===== src/rtl/core/i2csr_pkg.sv =====
// shared types, codes and constants for the i2c sensor measurement reader
// no dependencies; every other file in rtl/core refers to this package by scoped name

package i2csr_pkg;

	// field widths
	localparam int KIND_W      = 2;
	localparam int ADDR_W      = 7;
	localparam int CMD_W       = 16;
	localparam int RAW_W       = 16;
	localparam int TEMP_W      = 15;
	localparam int HUM_W       = 14;
	localparam int CFG_INDEX_W = 2;

	// parameter defaults
	localparam int READ_BYTES_DEF = 6;
	localparam int WAIT_WIDTH_DEF = 20;

	// register reset values
	localparam logic [ADDR_W-1:0] RESET_DEVICE_ADDRESS = 7'h44;
	localparam logic [CMD_W-1:0]  RESET_MEASURE_COMMAND = 16'h2130;
	localparam int                RESET_WAIT_TICKS = 5000;

	// break transaction
	localparam logic [ADDR_W-1:0] BREAK_ADDR = 7'h44;
	localparam logic [CMD_W-1:0]  BREAK_CMD  = 16'h3093;

	// conversion constants, centi-units over full scale 65535
	localparam int TEMP_SCALE  = 17500;
	localparam int TEMP_OFFSET = 4500;
	localparam int HUM_SCALE   = 10000;
	localparam int TEMP_PROD_W = 31;
	localparam int HUM_PROD_W  = 30;

	// request kinds
	localparam logic [KIND_W-1:0] KIND_TICK    = 2'd0;
	localparam logic [KIND_W-1:0] KIND_MEASURE = 2'd1;
	localparam logic [KIND_W-1:0] KIND_BREAK   = 2'd2;

	// register indexes
	localparam logic [CFG_INDEX_W-1:0] REG_DEVICE_ADDRESS  = 2'd0;
	localparam logic [CFG_INDEX_W-1:0] REG_MEASURE_COMMAND = 2'd1;
	localparam logic [CFG_INDEX_W-1:0] REG_WAIT_TICKS      = 2'd2;

	typedef enum logic [2:0] {
		PH_IDLE   = 3'd0,
		PH_TXBIT  = 3'd1,
		PH_TXACK  = 3'd2,
		PH_WAIT   = 3'd3,
		PH_RSTART = 3'd4,
		PH_RXBIT  = 3'd5,
		PH_RXACK  = 3'd6,
		PH_STOP   = 3'd7
	} phase_t;

	// per-tick line and status flags
	typedef struct packed {
		logic scl;
		logic sda_pull_low;
		logic busy;
		logic done;
		logic nack_error;
	} flags_t;

	// what one tick of the bus engine produces
	typedef struct packed {
		flags_t           flags;
		logic [RAW_W-1:0] temp_raw;
		logic [RAW_W-1:0] hum_raw;
	} step_t;

endpackage


===== src/rtl/core/i2csr_if.sv =====
// channel interfaces of the i2c sensor measurement reader: tick input and result output
// depends on i2csr_pkg for field widths

interface i2csr_tick_if;
	logic                          valid;
	logic                          ready;
	logic [i2csr_pkg::KIND_W-1:0]  kind;
	logic                          sda_in;

	modport source (output valid, kind, sda_in, input ready);
	modport sink (input valid, kind, sda_in, output ready);
endinterface

interface i2csr_result_if;
	logic                                valid;
	logic                                ready;
	logic                                scl;
	logic                                sda_pull_low;
	logic                                busy_res;
	logic                                done_res;
	logic                                nack_error;
	logic signed [i2csr_pkg::TEMP_W-1:0] temperature_centi;
	logic [i2csr_pkg::HUM_W-1:0]         humidity_centi;

	modport source (output valid, scl, sda_pull_low, busy_res, done_res, nack_error,
		temperature_centi, humidity_centi, input ready);
	modport sink (input valid, scl, sda_pull_low, busy_res, done_res, nack_error,
		temperature_centi, humidity_centi, output ready);
endinterface


===== src/rtl/core/i2csr_engine.sv =====
// bit-level i2c master engine: transaction state and per-tick line levels
// depends on i2csr_pkg (phase_t, step_t, codes and constants)

module i2csr_engine #(
	parameter int READ_BYTES = i2csr_pkg::READ_BYTES_DEF,
	parameter int WAIT_WIDTH = i2csr_pkg::WAIT_WIDTH_DEF
) (
	input  logic                               clk,
	input  logic                               arst_n,
	input  logic                               step,
	input  logic [i2csr_pkg::KIND_W-1:0]       kind,
	input  logic                               sda_in,
	input  logic [i2csr_pkg::ADDR_W-1:0]       device_address,
	input  logic [i2csr_pkg::CMD_W-1:0]        measure_command,
	input  logic [WAIT_WIDTH-1:0]              wait_ticks,
	output i2csr_pkg::step_t                   res
);

	localparam logic [2:0] LAST_BYTE = 3'(READ_BYTES - 1);

	i2csr_pkg::phase_t                phase_q, phase_n;
	logic                             brk_q, brk_n;
	logic [1:0]                       sub_q, sub_n;
	logic [2:0]                       bit_q, bit_n;
	logic [2:0]                       byte_q, byte_n;
	logic [7:0]                       shift_q, shift_n;
	logic [WAIT_WIDTH-1:0]            delay_q, delay_n;
	logic [i2csr_pkg::RAW_W-1:0]      temp_q, temp_n;
	logic [i2csr_pkg::RAW_W-1:0]      hum_q, hum_n;
	logic [7:0]                       high_q, high_n;
	logic                             scl_q, sdah_q;
	logic                             err_q, err_n;

	logic       scl_o, sdah_o, done_o;
	logic       start_req;
	logic       last_sub;
	logic [7:0] rx_byte;
	logic [i2csr_pkg::CMD_W-1:0] cmd;

	assign start_req = (kind == i2csr_pkg::KIND_MEASURE) || (kind == i2csr_pkg::KIND_BREAK);
	assign last_sub  = (sub_q >= 2'd2);
	assign rx_byte   = {shift_q[6:0], sda_in};
	assign cmd       = brk_q ? i2csr_pkg::BREAK_CMD : measure_command;

	// line levels for this tick
	always_comb begin
		scl_o  = scl_q;
		sdah_o = sdah_q;
		done_o = 1'b0;
		unique case (phase_q)
			i2csr_pkg::PH_IDLE: begin
				scl_o  = 1'b1;
				sdah_o = !start_req;
			end
			i2csr_pkg::PH_TXBIT, i2csr_pkg::PH_TXACK,
			i2csr_pkg::PH_RXBIT, i2csr_pkg::PH_RXACK: begin
				if (sub_q == 2'd0) begin
					scl_o = 1'b0;
				end else begin
					scl_o = last_sub;
					if (phase_q == i2csr_pkg::PH_TXBIT) begin
						sdah_o = shift_q[7];
					end else if (phase_q == i2csr_pkg::PH_RXACK) begin
						sdah_o = (byte_q >= LAST_BYTE);
					end else begin
						sdah_o = 1'b1;
					end
				end
			end
			i2csr_pkg::PH_WAIT: begin
				scl_o  = 1'b0;
				sdah_o = 1'b1;
			end
			i2csr_pkg::PH_RSTART: begin
				unique case (sub_q)
					2'd0: begin
						scl_o  = 1'b0;
						sdah_o = 1'b1;
					end
					2'd1: begin
						scl_o  = 1'b1;
						sdah_o = 1'b1;
					end
					default: begin
						scl_o  = 1'b1;
						sdah_o = 1'b0;
					end
				endcase
			end
			i2csr_pkg::PH_STOP: begin
				unique case (sub_q)
					2'd0: scl_o = 1'b0;
					2'd1: begin
						scl_o  = 1'b0;
						sdah_o = 1'b0;
					end
					2'd2: begin
						scl_o  = 1'b1;
						sdah_o = 1'b0;
					end
					default: begin
						scl_o  = 1'b1;
						sdah_o = 1'b1;
						done_o = 1'b1;
					end
				endcase
			end
		endcase
	end

	// next state
	always_comb begin
		phase_n = phase_q;
		brk_n   = brk_q;
		sub_n   = sub_q;
		bit_n   = bit_q;
		byte_n  = byte_q;
		shift_n = shift_q;
		delay_n = delay_q;
		temp_n  = temp_q;
		hum_n   = hum_q;
		high_n  = high_q;
		err_n   = err_q;
		unique case (phase_q)
			i2csr_pkg::PH_IDLE: begin
				if (start_req) begin
					brk_n   = (kind == i2csr_pkg::KIND_BREAK);
					err_n   = 1'b0;
					byte_n  = 3'd0;
					sub_n   = 2'd0;
					bit_n   = 3'd0;
					shift_n = (kind == i2csr_pkg::KIND_BREAK) ?
						{i2csr_pkg::BREAK_ADDR, 1'b0} : {device_address, 1'b0};
					phase_n = i2csr_pkg::PH_TXBIT;
				end
			end
			i2csr_pkg::PH_TXBIT, i2csr_pkg::PH_TXACK,
			i2csr_pkg::PH_RXBIT, i2csr_pkg::PH_RXACK: begin
				if (!last_sub) begin
					sub_n = sub_q + 2'd1;
				end else begin
					sub_n = 2'd0;
					unique case (phase_q)
						i2csr_pkg::PH_TXBIT: begin
							shift_n = {shift_q[6:0], 1'b0};
							if (bit_q == 3'd7) begin
								bit_n   = 3'd0;
								phase_n = i2csr_pkg::PH_TXACK;
							end else begin
								bit_n = bit_q + 3'd1;
							end
						end
						i2csr_pkg::PH_TXACK: begin
							if (sda_in) begin
								// missing acknowledge aborts into stop
								err_n   = 1'b1;
								phase_n = i2csr_pkg::PH_STOP;
							end else begin
								unique case (byte_q)
									3'd0: begin
										byte_n  = 3'd1;
										shift_n = cmd[15:8];
										bit_n   = 3'd0;
										phase_n = i2csr_pkg::PH_TXBIT;
									end
									3'd1: begin
										byte_n  = 3'd2;
										shift_n = cmd[7:0];
										bit_n   = 3'd0;
										phase_n = i2csr_pkg::PH_TXBIT;
									end
									3'd2: begin
										if (brk_q) begin
											phase_n = i2csr_pkg::PH_STOP;
										end else begin
											delay_n = wait_ticks;
											phase_n = (wait_ticks == '0) ?
												i2csr_pkg::PH_RSTART : i2csr_pkg::PH_WAIT;
										end
									end
									default: begin
										byte_n  = 3'd0;
										bit_n   = 3'd0;
										shift_n = 8'd0;
										phase_n = i2csr_pkg::PH_RXBIT;
									end
								endcase
							end
						end
						i2csr_pkg::PH_RXBIT: begin
							shift_n = rx_byte;
							if (bit_q == 3'd7) begin
								bit_n   = 3'd0;
								phase_n = i2csr_pkg::PH_RXACK;
								unique case (byte_q)
									3'd0, 3'd3: high_n = rx_byte;
									3'd1: temp_n = {high_q, rx_byte};
									3'd4: hum_n = {high_q, rx_byte};
									default: ;
								endcase
							end else begin
								bit_n = bit_q + 3'd1;
							end
						end
						default: begin
							if (byte_q >= LAST_BYTE) begin
								phase_n = i2csr_pkg::PH_STOP;
							end else begin
								byte_n  = byte_q + 3'd1;
								shift_n = 8'd0;
								phase_n = i2csr_pkg::PH_RXBIT;
							end
						end
					endcase
				end
			end
			i2csr_pkg::PH_WAIT: begin
				delay_n = delay_q - 1'b1;
				if (delay_n == '0) begin
					sub_n   = 2'd0;
					phase_n = i2csr_pkg::PH_RSTART;
				end
			end
			i2csr_pkg::PH_RSTART: begin
				unique case (sub_q)
					2'd0: sub_n = 2'd1;
					2'd1: sub_n = 2'd2;
					default: begin
						sub_n   = 2'd0;
						byte_n  = 3'd3;
						bit_n   = 3'd0;
						shift_n = {device_address, 1'b1};
						phase_n = i2csr_pkg::PH_TXBIT;
					end
				endcase
			end
			i2csr_pkg::PH_STOP: begin
				if (sub_q == 2'd3) begin
					sub_n   = 2'd0;
					phase_n = i2csr_pkg::PH_IDLE;
				end else begin
					sub_n = sub_q + 2'd1;
				end
			end
		endcase
	end

	always_ff @(posedge clk or negedge arst_n) begin
		if (!arst_n) begin
			phase_q <= i2csr_pkg::PH_IDLE;
			brk_q   <= 1'b0;
			sub_q   <= 2'd0;
			bit_q   <= 3'd0;
			byte_q  <= 3'd0;
			shift_q <= 8'd0;
			delay_q <= '0;
			temp_q  <= '0;
			hum_q   <= '0;
			high_q  <= 8'd0;
			scl_q   <= 1'b1;
			sdah_q  <= 1'b1;
			err_q   <= 1'b0;
		end else if (step) begin
			phase_q <= phase_n;
			brk_q   <= brk_n;
			sub_q   <= sub_n;
			bit_q   <= bit_n;
			byte_q  <= byte_n;
			shift_q <= shift_n;
			delay_q <= delay_n;
			temp_q  <= temp_n;
			hum_q   <= hum_n;
			high_q  <= high_n;
			scl_q   <= scl_o;
			sdah_q  <= sdah_o;
			err_q   <= err_n;
		end
	end

	assign res.flags.scl          = scl_o;
	assign res.flags.sda_pull_low = !sdah_o;
	assign res.flags.busy         = (phase_n != i2csr_pkg::PH_IDLE);
	assign res.flags.done         = done_o;
	assign res.flags.nack_error   = err_n;
	assign res.temp_raw           = temp_n;
	assign res.hum_raw            = hum_n;

endmodule


===== src/rtl/core/i2csr_conv.sv =====
// raw-to-centi conversion, two stages: scale multiply, then divide by 65535 with offset
// depends on i2csr_pkg for widths and scale constants

module i2csr_conv (
	input  logic                                clk,
	input  logic                                en_s3,
	input  logic                                en_s4,
	input  logic [i2csr_pkg::RAW_W-1:0]         temp_raw,
	input  logic [i2csr_pkg::RAW_W-1:0]         hum_raw,
	output logic signed [i2csr_pkg::TEMP_W-1:0] temperature_centi,
	output logic [i2csr_pkg::HUM_W-1:0]         humidity_centi
);

	localparam int TQ_W = i2csr_pkg::TEMP_PROD_W - 16;
	localparam int HQ_W = i2csr_pkg::HUM_PROD_W - 16;

	logic [i2csr_pkg::TEMP_PROD_W-1:0] temp_prod_s3;
	logic [i2csr_pkg::HUM_PROD_W-1:0]  hum_prod_s3;

	logic [TQ_W-1:0] tq0, tq;
	logic [HQ_W-1:0] hq0, hq;
	logic [16:0]     tr0, hr0;

	always_ff @(posedge clk) begin
		if (en_s3) begin
			temp_prod_s3 <= i2csr_pkg::TEMP_PROD_W'(temp_raw) *
				i2csr_pkg::TEMP_PROD_W'(i2csr_pkg::TEMP_SCALE);
			hum_prod_s3  <= i2csr_pkg::HUM_PROD_W'(hum_raw) *
				i2csr_pkg::HUM_PROD_W'(i2csr_pkg::HUM_SCALE);
		end
	end

	// x / 65535: quotient estimate x >> 16 is short by at most one
	assign tq0 = temp_prod_s3[i2csr_pkg::TEMP_PROD_W-1:16];
	assign tr0 = 17'(temp_prod_s3[15:0]) + 17'(tq0);
	assign tq  = tq0 + TQ_W'(tr0 >= 17'hFFFF);

	assign hq0 = hum_prod_s3[i2csr_pkg::HUM_PROD_W-1:16];
	assign hr0 = 17'(hum_prod_s3[15:0]) + 17'(hq0);
	assign hq  = hq0 + HQ_W'(hr0 >= 17'hFFFF);

	always_ff @(posedge clk) begin
		if (en_s4) begin
			temperature_centi <= i2csr_pkg::TEMP_W'(tq) -
				i2csr_pkg::TEMP_W'(i2csr_pkg::TEMP_OFFSET);
			humidity_centi    <= hq;
		end
	end

endmodule


===== src/rtl/core/i2c_sensor_measurement_reader.sv =====
// top level of the i2c sensor measurement reader: tick register, bus engine, conversion
// depends on i2csr_pkg, i2csr_if, i2csr_engine and i2csr_conv

// Each tick transaction is one bus time step of an i2c master that reads a
// temperature/humidity sensor; every tick yields exactly one result transaction with the
// scl level, the sda pull-down, busy/done/nack flags and the last readings in centi-units.
// Kind 1 starts a measurement read (address+write, 16-bit command, wait_ticks idle ticks,
// repeated start, address+read, READ_BYTES bytes, stop); kind 2 sends the break command
// 0x3093 to address 0x44; starts are ignored while busy. A tick is taken every clock
// unless results stall; the engine steps once per tick and the readings pass a two-stage
// multiply/divide conversion through four registers (input, engine, multiply, output).
// Each stage moves on as soon as the stage after it is free, so ticks keep flowing while
// a result waits until all stages fill. Registers must be written through
// cfg_we/cfg_index/cfg_wdata only while no tick is in flight; the block does not check.

module i2c_sensor_measurement_reader #(
	parameter int READ_BYTES = i2csr_pkg::READ_BYTES_DEF,
	parameter int WAIT_WIDTH = i2csr_pkg::WAIT_WIDTH_DEF,
	localparam int CFG_W = (WAIT_WIDTH > i2csr_pkg::CMD_W) ? WAIT_WIDTH : i2csr_pkg::CMD_W
) (
	input  logic                              clk,
	input  logic                              arst_n,
	i2csr_tick_if.sink                        tick,
	i2csr_result_if.source                    result,
	input  logic                              cfg_we,
	input  logic [i2csr_pkg::CFG_INDEX_W-1:0] cfg_index,
	input  logic [CFG_W-1:0]                  cfg_wdata
);

	// configuration registers
	logic [i2csr_pkg::ADDR_W-1:0] device_address_q;
	logic [i2csr_pkg::CMD_W-1:0]  measure_command_q;
	logic [WAIT_WIDTH-1:0]        wait_ticks_q;

	// pipeline valid bits and stage enables
	logic v_s1, v_s2, v_s3, v_s4;
	logic en_s1, en_s2, en_s3, en_s4;
	logic step;

	// tick register
	logic [i2csr_pkg::KIND_W-1:0] kind_s1;
	logic                         sda_s1;

	// engine result and flag pipeline
	i2csr_pkg::step_t  eng_res;
	i2csr_pkg::flags_t flags_s2, flags_s3, flags_s4;
	logic [i2csr_pkg::RAW_W-1:0] temp_raw_s2, hum_raw_s2;

	always_ff @(posedge clk or negedge arst_n) begin
		if (!arst_n) begin
			device_address_q  <= i2csr_pkg::RESET_DEVICE_ADDRESS;
			measure_command_q <= i2csr_pkg::RESET_MEASURE_COMMAND;
			wait_ticks_q      <= WAIT_WIDTH'(i2csr_pkg::RESET_WAIT_TICKS);
		end else if (cfg_we) begin
			unique case (cfg_index)
				i2csr_pkg::REG_DEVICE_ADDRESS:  device_address_q  <= cfg_wdata[i2csr_pkg::ADDR_W-1:0];
				i2csr_pkg::REG_MEASURE_COMMAND: measure_command_q <= cfg_wdata[i2csr_pkg::CMD_W-1:0];
				i2csr_pkg::REG_WAIT_TICKS:      wait_ticks_q      <= cfg_wdata[WAIT_WIDTH-1:0];
				default: ; // writes past the register list are dropped
			endcase
		end
	end

	// a stage loads when it is empty or its contents move on this cycle
	assign en_s4 = !v_s4 || result.ready;
	assign en_s3 = !v_s3 || en_s4;
	assign en_s2 = !v_s2 || en_s3;
	assign en_s1 = !v_s1 || en_s2;
	assign tick.ready = en_s1;

	// the engine commits one tick when it moves from the tick register to stage 2
	assign step = v_s1 && en_s2;

	always_ff @(posedge clk or negedge arst_n) begin
		if (!arst_n) begin
			v_s1 <= 1'b0;
			v_s2 <= 1'b0;
			v_s3 <= 1'b0;
			v_s4 <= 1'b0;
		end else begin
			if (en_s1) v_s1 <= tick.valid;
			if (en_s2) v_s2 <= v_s1;
			if (en_s3) v_s3 <= v_s2;
			if (en_s4) v_s4 <= v_s3;
		end
	end

	always_ff @(posedge clk) begin
		if (en_s1) begin
			kind_s1 <= tick.kind;
			sda_s1  <= tick.sda_in;
		end
	end

	i2csr_engine #(
		.READ_BYTES (READ_BYTES),
		.WAIT_WIDTH (WAIT_WIDTH)
	) u_engine (
		.clk             (clk),
		.arst_n          (arst_n),
		.step            (step),
		.kind            (kind_s1),
		.sda_in          (sda_s1),
		.device_address  (device_address_q),
		.measure_command (measure_command_q),
		.wait_ticks      (wait_ticks_q),
		.res             (eng_res)
	);

	// engine output register, then flags ride alongside the conversion
	always_ff @(posedge clk) begin
		if (en_s2) begin
			flags_s2    <= eng_res.flags;
			temp_raw_s2 <= eng_res.temp_raw;
			hum_raw_s2  <= eng_res.hum_raw;
		end
		if (en_s3) flags_s3 <= flags_s2;
		if (en_s4) flags_s4 <= flags_s3;
	end

	i2csr_conv u_conv (
		.clk               (clk),
		.en_s3             (en_s3),
		.en_s4             (en_s4),
		.temp_raw          (temp_raw_s2),
		.hum_raw           (hum_raw_s2),
		.temperature_centi (result.temperature_centi),
		.humidity_centi    (result.humidity_centi)
	);

	assign result.valid        = v_s4;
	assign result.scl          = flags_s4.scl;
	assign result.sda_pull_low = flags_s4.sda_pull_low;
	assign result.busy_res     = flags_s4.busy;
	assign result.done_res     = flags_s4.done;
	assign result.nack_error   = flags_s4.nack_error;

endmodule


===== src/flat_wrapper.sv =====
// flat-port wrapper written by rule: the top's interface ports become plain ports
module i2c_sensor_measurement_reader_flat 
#(
	parameter int READ_BYTES = i2csr_pkg::READ_BYTES_DEF,
	parameter int WAIT_WIDTH = i2csr_pkg::WAIT_WIDTH_DEF,
	localparam int CFG_W = (WAIT_WIDTH > i2csr_pkg::CMD_W) ? WAIT_WIDTH : i2csr_pkg::CMD_W
)
  (clk, arst_n, cfg_we, cfg_index, cfg_wdata, tick_valid, tick_kind, tick_sda_in, tick_ready, result_valid, result_scl, result_sda_pull_low, result_busy_res, result_done_res, result_nack_error, result_temperature_centi, result_humidity_centi, result_ready);
  i2csr_tick_if tick_i ();
  i2csr_result_if result_i ();
  input  logic clk;
  input  logic arst_n;
  input  logic cfg_we;
  input  logic [i2csr_pkg::CFG_INDEX_W-1:0] cfg_index;
  input  logic [CFG_W-1:0] cfg_wdata;
  input wire logic [$bits(tick_i.valid)-1:0] tick_valid;
  input wire logic [$bits(tick_i.kind)-1:0] tick_kind;
  input wire logic [$bits(tick_i.sda_in)-1:0] tick_sda_in;
  output wire logic [$bits(tick_i.ready)-1:0] tick_ready;
  output wire logic [$bits(result_i.valid)-1:0] result_valid;
  output wire logic [$bits(result_i.scl)-1:0] result_scl;
  output wire logic [$bits(result_i.sda_pull_low)-1:0] result_sda_pull_low;
  output wire logic [$bits(result_i.busy_res)-1:0] result_busy_res;
  output wire logic [$bits(result_i.done_res)-1:0] result_done_res;
  output wire logic [$bits(result_i.nack_error)-1:0] result_nack_error;
  output wire logic [$bits(result_i.temperature_centi)-1:0] result_temperature_centi;
  output wire logic [$bits(result_i.humidity_centi)-1:0] result_humidity_centi;
  input wire logic [$bits(result_i.ready)-1:0] result_ready;
  assign tick_i.valid = tick_valid;
  assign tick_i.kind = tick_kind;
  assign tick_i.sda_in = tick_sda_in;
  assign tick_ready = tick_i.ready;
  assign result_valid = result_i.valid;
  assign result_scl = result_i.scl;
  assign result_sda_pull_low = result_i.sda_pull_low;
  assign result_busy_res = result_i.busy_res;
  assign result_done_res = result_i.done_res;
  assign result_nack_error = result_i.nack_error;
  assign result_temperature_centi = result_i.temperature_centi;
  assign result_humidity_centi = result_i.humidity_centi;
  assign result_i.ready = result_ready;
  i2c_sensor_measurement_reader #(.READ_BYTES(READ_BYTES), .WAIT_WIDTH(WAIT_WIDTH)) u_core (.clk(clk), .arst_n(arst_n), .tick(tick_i), .result(result_i), .cfg_we(cfg_we), .cfg_index(cfg_index), .cfg_wdata(cfg_wdata));
endmodule

===== config.mk =====
export PLATFORM = sky130hd
export DESIGN_NAME = i2c_sensor_measurement_reader_flat
export DESIGN_NICKNAME = d
export VERILOG_FILES = /design/src/rtl/core/i2csr_pkg.sv /design/src/rtl/core/i2csr_if.sv /design/src/rtl/core/i2csr_engine.sv /design/src/rtl/core/i2csr_conv.sv /design/src/rtl/core/i2c_sensor_measurement_reader.sv /design/src/flat_wrapper.sv
export SDC_FILE = /design/constraint.sdc
export NUM_CORES = 1
export LEC_CHECK = 0
export BUFFER_PORTS_ARGS = -buffer_cell sky130_fd_sc_hd__buf_2
export CORE_UTILIZATION = 50
export DETAILED_ROUTE_END_ITERATION = 6
export GPL_TIMING_DRIVEN = 0
export HOLD_SLACK_MARGIN = 0.12
export PLACE_DENSITY_LB_ADDON = 0.1
export SYNTH_ARGS = -nofsm -noshare
export SYNTH_HDL_FRONTEND = slang
export SYNTH_SLANG_ARGS = --single-unit

===== constraint.sdc =====
create_clock -name clk -period 13 [get_ports clk]
set_input_delay 0.65 -clock clk [delete_from_list [all_inputs] [get_ports clk]]
set_output_delay 0.65 -clock clk [all_outputs]
set_load 0.02 [all_outputs]

==> qor.csv <==
stage,metric,value,unit
synth,synth_top_cell_by_area,edfxtp_1,
sta,rsz0062_at_grt,no,
critical_path,crit_chain,"ha_1, inv_1, fa_1, inv_1, ha_1, fa_1, inv_1, fa_1, inv_1, ha_1, a21oi_1, o21a_1, o22a_1, o41ai_1, o41a_1, a221o_1, a221o_1, a21o_1",
critical_path,worstPathRequired,13.31,ns
synth,synth.area.top_cells,"edfxtp_1 (22%), dfrtp_1 (16%), ha_1 (15%), fa_1 (9.0%), mux2_2 (5.2%)",
synth,syn_nets,2063,
sta,min_period_over_period,41.9,%
sta,hold_viol,0,
final_layout,fin_area,20300,um2
synth,synth_edf_count,134,
synth,avgSynthCellArea,10.6,um2
power,total_power,3.86,mW
floorplan,placementRows,69,
status,status,"complete, but fails checks",
global_routing,grt_first_pass_wirelength,62700,um
floorplan,start_util,51.1,%
sta,finalCriticalPeriod,5.44,ns
critical_path,crit_fanout,6,
route,firstDrtPassIters,7,
global_routing,grt.total_usage,20.6,%
critical_path,cp-start-kind,register,
synth,yosysWarnings,0,
floorplan,die_h,193,um
synth,synth_cell_types,82,
placement,placed_area,19300,um2
status,violations,DRC,
power,ir_drop,0.000119,V
final_layout,antenna_cells,0,
clocking,cts_buffers,31,
sta,slew_headroom,23.4,%
synth,synth_ff_type,edfxtp_1,
placement,portBuffers,65,
route,drcViolationCount,7,
route,wl_per_cell,16.3,um
power,power.density,190,nW/um2
route,initialDrtViolationCount,523,
placement,dp_hpwl,29600,um
hold_path,worstHoldPathType,in2reg,
sta,fin_skew,0.0193,ns
synth,async_flop_share,49.0,%
floorplan,core,35800,um2
synth,syn_area,18300,um2
critical_path,path_common_cell,inv_1,
global_routing,grt_pass1_vias,12140,
route,vias,12344,
critical_path,crit_arrival,5.75,ns
clocking,cts_tree,yes,
clocking,clockBufferDepth,3,
floorplan,boundaryPins,66,
critical_path,crit_type,reg2reg,
final_layout,final_cell_mix,"inv_1 (240), ha_1 (217), nand2_1 (174)",
critical_path,slowest_delay,0.55,ns
synth,synth_seq_cells,263,
flow_run,cap_viol_max_count,0,
final_layout,drive_above_1_share,12.4,%
clocking,insertion_delay,0.58,ns
final_layout,syn2layout_area_growth,11.0,%
route,wl,37800,um
clocking,htreeDepth,1,
synth,yosysTopAreaCellShare,22.0,%
synth,synthCells,1734,
global_routing,grt_max_degree,92,
clocking,clk_pin_slew_worst_paths,0.06,ns
sta,tightest_slew,1.15,ns
global_routing,overflow,0,
clocking,post_cts_buffers,0,
clocking,root_buffer,clkbuf_16,
critical_path,critPathTopFamily,adder cells,
route,routed_via_density,5.32,
sta,setup_viol,0,
floorplan,die_x,193,um
final_layout,nets,2166,
sta,fmax,0.184,GHz
critical_path,crit_path_end_kind,register,
clocking,cts_hold_buf,1,
clocking,clock_sinks,263,
synth,ys_seq_area_share,39.7,%
critical_path,crit_slowest_cell,edfxtp_1,
sta,drv_slew,0,
floorplan,dieArea,37400,um2
final_layout,layout_commonest_cell,inv_1,
sta,holdWs,0.249,ns
route,drtAntennaViolNets,0,
sta,tns,0,ns
critical_path,path_buf_inv,4,
placement,place.gp.congestion,0.892,
clocking,cts_resized,0,
global_routing,antenna_found_initial,0,
power,leakage,9.68,nW
[routing by layer]
layer,track usage (%),up-vias,wire length (um),share of wire [%]
met3,2.53,49,1270,3.4
met1,27.9,5828,17600,47
met2,35.0,219,17900,47
met5,0,-,0,0
met4,5.66,0,958,2.5
li1,-,6248,-,-
[area by class of cell]
class                           instances  area [um2]
Tap cell                              461         577
Multi-Input combinational cell       1188        9970
Timing Repair Buffer                   70         437
Inverter                              240         901
Fill cell                            3083       15500
Sequential cell                       263        7270
Clock inverter                         16         175
Clock buffer                           40         820
Buffer                                 43         173
[power by group]
group / internal, mW / switching [mW] / total (mW)
registers: 1.16 / 0.174 / 1.33
logic: 0.694 / 0.992 / 1.69
clock network: 0.503 / 0.341 / 0.845
[path summary, 6_finish.rpt]
check / slack [ns] / end / depth (start not counted) / from
max in group asynchronous: 11.66 / u_core.wait_ticks_q[7] / 3 / arst_n
max reg2reg: 7.56 / u_core.u_conv.temp_prod_s3[30] / 18 / u_core.temp_raw_s2[10]
min reg2reg: 0.42 / u_core.result.done_res / 0 / u_core.flags_s3[1]
max: 7.56 / u_core.u_conv.temp_prod_s3[30] / 18 / u_core.temp_raw_s2[10]
min in group asynchronous: 0.54 / u_core.u_engine.sub_q[1] / 2 / arst_n
min: 0.25 / u_core.kind_s1[1] / 1 / tick_kind[1]
[synth_stat cells, types with 4 or more instances]
cell	n
mux2_2	84
a21oi_1	80
a22o_1	4
xnor2_1	53
a22oi_1	9
a221oi_1	5
o21ai_0	89
dfstp_2	12
and2_1	6
fa_1	82
and3_1	14
xor2_1	25
clkbuf_1	36
nor2_1	80
nand3_1	25
nand3b_1	7
edfxtp_1	134
a211oi_1	13
inv_1	240
nand4_1	11
nor2b_1	17
or3_1	5
mux2i_1	4
nor3b_1	4
o21bai_1	5
nor3_1	27
nand2b_1	14
nor4_1	14
o22ai_1	7
dfrtp_1	117
ha_1	217
nand2_1	175
a31oi_1	12
a21o_1	19
o21a_1	11
o311ai_0	4
[through the flow]
| step | setup WS [ns] | utilization [%] | cells |
|---|---|---|---|
| after detailed placement | 7.56 | 53.9 | 2264 |
| after global routing | 7.25 | 56.7 | 2321 |
| after CTS | 7.53 | 56.7 | 2321 |
| after floorplan | 7.97 | - | 1734 |
| final | 7.56 | 56.7 | 2321 |
| after global placement | 7.55 | 53.6 | 2260 |
[registers in the layout (all words and copies together), names as in the netlist, 15 cells and up]
signal and cells:
u_core.u_conv.temperature_centi 15, u_core.temp_raw_s2 16, u_core.u_engine.hum_q 16, u_core.u_engine.delay_q 20, u_core.measure_command_q 16, u_core.u_conv.temp_prod_s3 29, u_core.u_conv.hum_prod_s3 26, u_core.hum_raw_s2 16
u_core.wait_ticks_q 20, u_core.u_engine.temp_q 16
[logic make-up after synthesis]
kind of cell,after synthesis,synth area share (%)
AO/OA/AOI/OAI,307,10.8
XOR/XNOR,78,3.73
adder cells (fa/ha/maj),299,23.8
buffers and inverters,283,5.87
flip-flops,263,39.7
multiplexers,88,5.39
AND/OR/NAND/NOR,416,10.7
Note: power is estimated with default switching activity, not from simulation.
